## src/rsltrk_pkg.sv

```systemverilog
`default_nettype none

package rsltrk_pkg;

    localparam int SEQ_LEN = 8;
    localparam int TABLE_W = 8 * SEQ_LEN;

    localparam logic [1:0] DIR_NONE   = 2'd0;
    localparam logic [1:0] DIR_LOWER  = 2'd1;
    localparam logic [1:0] DIR_HIGHER = 2'd2;

    localparam logic [7:0]  SPEED_RESET = 8'd128;
    localparam logic [7:0]  SPEED_SLOW  = 8'd64;
    localparam logic [31:0] GAP_LIMIT   = 32'd300;

    typedef struct packed {
        logic [7:0]  key_state;
        logic [31:0] tick_now;
    } sample_t;

    typedef struct packed {
        logic [3:0] position;
        logic [1:0] direction;
        logic [7:0] abs_speed;
    } result_t;

endpackage

`default_nettype wire

```

## src/rsltrk_match.sv

```systemverilog
`default_nettype none

module rsltrk_match (
    input  wire logic [rsltrk_pkg::TABLE_W-1:0] seq_table,
    input  wire logic [7:0]                     key_state,
    output logic [3:0]                          position
);

    logic [rsltrk_pkg::SEQ_LEN-1:0] active;
    logic [7:0]                     mask;
    logic [7:0]                     key_masked;

    // a byte is in the list only if it and every byte below it are nonzero
    always_comb
    begin
        active = '0;
        mask   = '0;
        for (int i = 0; i < rsltrk_pkg::SEQ_LEN; i++)
        begin
            if (i == 0)
            begin
                active[i] = (seq_table[7:0] != 8'd0);
            end
            else
            begin
                active[i] = active[i-1] && (seq_table[8*i +: 8] != 8'd0);
            end
            if (active[i])
            begin
                mask = mask | seq_table[8*i +: 8];
            end
        end
    end

    assign key_masked = key_state & mask;

    // active bytes are nonzero, so a zero masked key never matches; lowest index wins
    always_comb
    begin
        position = 4'd0;
        for (int i = rsltrk_pkg::SEQ_LEN - 1; i >= 0; i--)
        begin
            if (active[i] && (key_masked == seq_table[8*i +: 8]))
            begin
                position = 4'(i + 1);
            end
        end
    end

endmodule

`default_nettype wire

```

## src/rsltrk_motion.sv

```systemverilog
`default_nettype none

module rsltrk_motion (
    input  wire logic                clk,
    input  wire logic                rst_n,
    input  wire logic                step,
    input  wire logic [3:0]          position,
    input  wire logic [31:0]         tick_now,
    output rsltrk_pkg::result_t      result_next
);

    logic [3:0]  last_pos_reg,  last_pos_next;
    logic [31:0] last_tick_reg, last_tick_next;
    logic [1:0]  dir_reg,       dir_next;
    logic [7:0]  speed_reg,     speed_next;
    logic [31:0] gap;

    assign gap = tick_now - last_tick_reg;

    always_comb
    begin
        last_pos_next  = last_pos_reg;
        last_tick_next = last_tick_reg;
        dir_next       = dir_reg;
        speed_next     = speed_reg;
        if (position != last_pos_reg)
        begin
            if ((last_pos_reg != 4'd0) && (position != 4'd0))
            begin
                dir_next = (position > last_pos_reg) ? rsltrk_pkg::DIR_HIGHER
                                                     : rsltrk_pkg::DIR_LOWER;
                speed_next = (gap > rsltrk_pkg::GAP_LIMIT) ? rsltrk_pkg::SPEED_SLOW
                                                           : gap[10:3];
            end
            if (position != 4'd0)
            begin
                last_tick_next = tick_now;
            end
            // fresh press from released
            if (last_pos_reg == 4'd0)
            begin
                speed_next = rsltrk_pkg::SPEED_SLOW;
            end
            last_pos_next = position;
        end
    end

    assign result_next.position  = last_pos_next;
    assign result_next.direction = dir_next;
    assign result_next.abs_speed = speed_next;

    always_ff @(posedge clk or negedge rst_n)
    begin
        if (!rst_n)
        begin
            last_pos_reg  <= 4'd0;
            last_tick_reg <= 32'd0;
            dir_reg       <= rsltrk_pkg::DIR_NONE;
            speed_reg     <= rsltrk_pkg::SPEED_RESET;
        end
        else if (step)
        begin
            last_pos_reg  <= last_pos_next;
            last_tick_reg <= last_tick_next;
            dir_reg       <= dir_next;
            speed_reg     <= speed_next;
        end
    end

endmodule

`default_nettype wire

```

## src/roll_slider_tracker_core.sv

```systemverilog
// roll_slider_tracker_core
// Channels: sample (key_state, tick_now) in, result (position, direction,
// abs_speed) out, both valid/ready; a transaction completes when valid and
// ready are both high at a rising edge. cfg_data writes the 64-bit sequence
// table (eight key-pattern bytes, lowest first) and is taken in every cycle;
// write it only while no sample transaction is in flight.
// A sample accepted at a rising edge lands in the input register; its result
// is loaded into the result register when that register is empty or its
// contents are being taken.
// Throughput: one sample per cycle unless result stalls, set by the single
// compare-and-update pass between the input register and result register.
// Reset clears the sequence table, both stage valid flags and the tracking
// state (released, no direction, speed 128).
// When the receiver stalls, the result register holds, the input register
// fills if empty and holds, and sample_ready drops until result is taken.
`default_nettype none

module roll_slider_tracker_core (
    input  wire logic                        clk,
    input  wire logic                        rst_n,
    input  wire logic                        sample_valid,
    output logic                             sample_ready,
    input  wire rsltrk_pkg::sample_t         sample,
    output logic                             result_valid,
    input  wire logic                        result_ready,
    output rsltrk_pkg::result_t              result,
    input  wire logic                        cfg_valid,
    output logic                             cfg_ready,
    input  wire logic [rsltrk_pkg::TABLE_W-1:0] cfg_data
);

    logic [rsltrk_pkg::TABLE_W-1:0] table_reg;
    rsltrk_pkg::sample_t            in_reg;
    logic                           in_valid_reg;
    rsltrk_pkg::result_t            out_reg;
    logic                           out_valid_reg;
    logic                           advance;
    logic [3:0]                     position;
    rsltrk_pkg::result_t            result_next;

    assign cfg_ready    = 1'b1;
    assign advance      = in_valid_reg && (!out_valid_reg || result_ready);
    assign sample_ready = !in_valid_reg || advance;

    always_ff @(posedge clk or negedge rst_n)
    begin
        if (!rst_n)
        begin
            table_reg <= '0;
        end
        else if (cfg_valid)
        begin
            table_reg <= cfg_data;
        end
    end

    always_ff @(posedge clk or negedge rst_n)
    begin
        if (!rst_n)
        begin
            in_valid_reg <= 1'b0;
        end
        else if (sample_ready)
        begin
            in_valid_reg <= sample_valid;
        end
    end

    always_ff @(posedge clk)
    begin
        if (sample_ready && sample_valid)
        begin
            in_reg <= sample;
        end
    end

    rsltrk_match u_match (
        .seq_table (table_reg),
        .key_state (in_reg.key_state),
        .position  (position)
    );

    rsltrk_motion u_motion (
        .clk         (clk),
        .rst_n       (rst_n),
        .step        (advance),
        .position    (position),
        .tick_now    (in_reg.tick_now),
        .result_next (result_next)
    );

    always_ff @(posedge clk or negedge rst_n)
    begin
        if (!rst_n)
        begin
            out_valid_reg <= 1'b0;
        end
        else if (advance)
        begin
            out_valid_reg <= 1'b1;
        end
        else if (result_ready)
        begin
            out_valid_reg <= 1'b0;
        end
    end

    always_ff @(posedge clk)
    begin
        if (advance)
        begin
            out_reg <= result_next;
        end
    end

    assign result_valid = out_valid_reg;
    assign result       = out_reg;

endmodule

`default_nettype wire

```

## config.mk

```make
export PLATFORM = sky130hd
export DESIGN_NAME = roll_slider_tracker_core
export DESIGN_NICKNAME = d
export VERILOG_FILES = /design/src/rsltrk_pkg.sv /design/src/rsltrk_match.sv /design/src/rsltrk_motion.sv /design/src/roll_slider_tracker_core.sv
export SDC_FILE = /design/constraint.sdc
export NUM_CORES = 1
export LEC_CHECK = 0
export ABC_AREA = 1
export CAP_MARGIN = 20
export CORE_MARGIN = 1.5
export CORE_UTILIZATION = 35
export DETAILED_ROUTE_END_ITERATION = 10
export DONT_BUFFER_PORTS = 1
export REMOVE_ABC_BUFFERS = 1
export SLEW_MARGIN = 20
export SYNTH_ARGS = -nofsm -noshare
export SYNTH_HDL_FRONTEND = slang
export SYNTH_SLANG_ARGS = --single-unit
```

## constraint.sdc

```tcl
create_clock -name clk -period 3.8 [get_ports clk]
set_input_delay 0.19 -clock clk [delete_from_list [all_inputs] [get_ports clk]]
set_output_delay 0.19 -clock clk [all_outputs]
set_load 0.05 [all_outputs]
```

==> flow_metrics.tcl <==
set metrics [dict create \
    status "finished with violations" \
    violations "negative setup slack" \
    switching_share_pct 42.7 \
    async_flop_share_pct 67.5 \
    wl_um 35200 \
    ys_ff_latch 166 \
    hold_violations 0 \
    cpPeakStageDelay_ps 400 \
    pre_cts_ws_ps -318 \
    worstPathArrival_ps 4350 \
    setup_ws_ps -180 \
    die_y_um 177 \
    cp_num_cells 30 \
    synth_area_per_cell_um2 7.53 \
    final_util_pct 51.9 \
    worst_slew_pin_slew_ps 600 \
    pin_count 126 \
    io_buffer_count 0 \
    area_growth_pct 45.8 \
    yosys_warnings 0 \
    grt_setup_unrepaired "true" \
    syn_inst 1405 \
    synth_commonest_cells "379 x nand2_1, 171 x nor2_1, 163 x inv_1" \
    first_iter_violations 671 \
    synth_edf_count 54 \
    grt_overflow 0 \
    hold_path.class "in2reg" \
    cp_slowest_cell "dfrtp_1" \
    dp_hpwl_um 24100 \
    largest_register_ffs 64 \
    cts_tree "done" \
    synth_area_leaders "dfrtp_1 26%, edfxtp_1 15%, nand2_1 13%" \
    clk_pin_slew_ps 70 \
    placed_area_um2 12000 \
    track_usage_pct 22.3 \
    combPwrFrac_pct 48.8 \
    synth_flop_cell "dfrtp_1" \
    drive_above_1_share_pct 28.9 \
    crit_path_frequent_cell "nand2_1" \
    fill_cells 2818 \
    seqPwrFrac_pct 30.7 \
    gp_congestion 0.952 \
    finalSetupViolCount 56 \
    nNetsFinal 1850 \
    crit_type "reg2reg" \
    synth_top_area_share_pct 26.3 \
    whs_ps 172 \
    grt_pass1_wl_um 53400 \
    crit_family "simple AND/OR/NAND/NOR gates" \
    syn_area_um2 10600 \
    wl_per_cell_um 16.7 \
    htree_num_levels 4 \
    fin_crit_sh_pct 105 \
    placementRows 63 \
    slew_violations 0 \
    ir_worst_vdd_uv 359 \
    via_per_inst 4.98 \
    min_period_ps 3980 \
    route.detailed.drc 0 \
    critPathCaptureType "flop" \
    clockRootBuffer "clkbuf_16" \
    max-slew-margin-rel_pct 60.0 \
    critPathRequiredTime_ps 4170 \
    fin_worst_skew_ps 10.2 \
    startpoint_type "flop" \
    vias 10500 \
    stdcell_area_um2 15400 \
    ys_types 54 \
    grt_pass1_vias 10200 \
    power_density_nw_per_um2 549 \
    clock-sinks 166 \
    initial_core_util_pct 35.6 \
    grt_max_degree 124 \
    dieArea_um2 31300 \
    p_int_mw 4.85 \
    first_pass_iters 5 \
    cts_buffers 17 \
    clk-insertion-delay-late_ps 440 \
    hold_depth 3 \
    switching_power_mw 3.61 \
    die_x_um 177 \
    cellLeakagePower_nw 7.32 \
    critical_path.max_fanout 8 \
    power_frac_clock_pct 20.5 \
    core_um2 29700 \
    yosysTopAreaCell "dfrtp_1" \
    yosys.cell_count.top_type "nand2_1" \
    antennaDiodeCount 0 \
    ant_nets 0 \
    antenna_found_initial 0 \
    ys_seq_area_share_pct 41.8 \
    maxCapViolCount 0 \
    path_buf_inv 8 \
    clock.fmax_mhz 251 \
    ff2ff_path_depth 30 \
    clockBufferDepth 2 \
]
[cell families after synthesis]
logic type | share of synthesized area, %
adder cells (fa/ha/maj) | 4.33
AO/OA/AOI/OAI | 10.2
buffers and inverters | 8.23
multiplexers | 0.532
XOR/XNOR | 2.57
other | 0.0355
flip-flops | 41.8
AND/OR/NAND/NOR | 32.2
[layer usage]
layer	up-vias	track usage (%)	part of all wire [%]
met2	293	38.4	50
met1	4952	27.3	42
met3	60	4.19	4.6
li1	5187	-	-
met5	-	0	0
met4	0	9.00	3.1
[power groups by stage]
stage / Combinational [mW] / Sequential, mW / Clock, mW
2_1_floorplan: 2.30 / 2.56 / 0
4_1_cts: 3.77 / 2.59 / 1.77
3_5_place_dp: 3.26 / 2.61 / 0
5_1_grt: 4.57 / 2.64 / 1.84
6_report: 4.13 / 2.60 / 1.74
3_3_place_gp: 3.22 / 2.60 / 0
[repair_timing]
action | CTS | global route
hold endpoints to repair | 218 | 0
hold buffers | 109 | 0
buffers inserted | 31 | 21
setup endpoints to repair | 60 | 60
pin swaps | 46 | 72
cloned | 9 | 4
resized for setup | 133 | 169
[cells in the final DEF (no fill, tap or decap), drive strengths merged, types with 8 or more instances in the layout]
master	count
a21oi	75
xnor2	9
dlygate4sd3	107
edfxtp	54
nor2	182
nand2	404
nand4	31
inv	181
clkbuf	18
ha	35
a21o	8
xor2	22
nand3	111
buf	204
dfrtp	111
o21ai	94
[worst paths after layout]
check | startpoint | to | slack, ps
max in group asynchronous | rst_n | u_motion.speed_reg[1] | 2980
min in group asynchronous | rst_n | table_reg[38] | 370
setup reg to reg | table_reg[13] | u_motion.last_tick_reg[18] | -180
hold / removal | cfg_valid | table_reg[34] | 170
setup / recovery | table_reg[13] | u_motion.last_tick_reg[18] | -180
hold reg to reg | u_motion.speed_reg[7] | u_motion.speed_reg[7] | 490
[layout make-up]
type,instances,area (um^2),area share (%)
multi-input combinational,1030,6210,40.2
clock inverter,14,139,0.901
clock buffer,18,429,2.78
timing repair buffer,311,3040,19.7
inverter,178,686,4.45
timing repair inverter,1,7.51,0.0487
sequential,166,4430,28.7
tap,390,488,3.16
[per-stage QoR]
stage	cells	TNS, ps	power [mW]
final	2108	-5910	8.46
after global routing	2108	-17840	9.05
after CTS	2083	-3740	8.13
after detailed placement	1903	-15640	5.86
after global placement	1903	-10900	5.82
after floorplan	1371	0	4.86
[worst reg2reg max path: cells and delay by family (launching register included)]
| family | cells | cell delay [ps] |
|---|---|---|
| AOI/OAI and AO/OA | 2 | 310 |
| adders and majority gates | 1 | 240 |
| buffers and inverters | 8 | 1070 |
| DFF | 1 | 400 |
| and+or+nand+nor | 19 | 1890 |
Note: power is estimated with default switching activity, not from simulation.
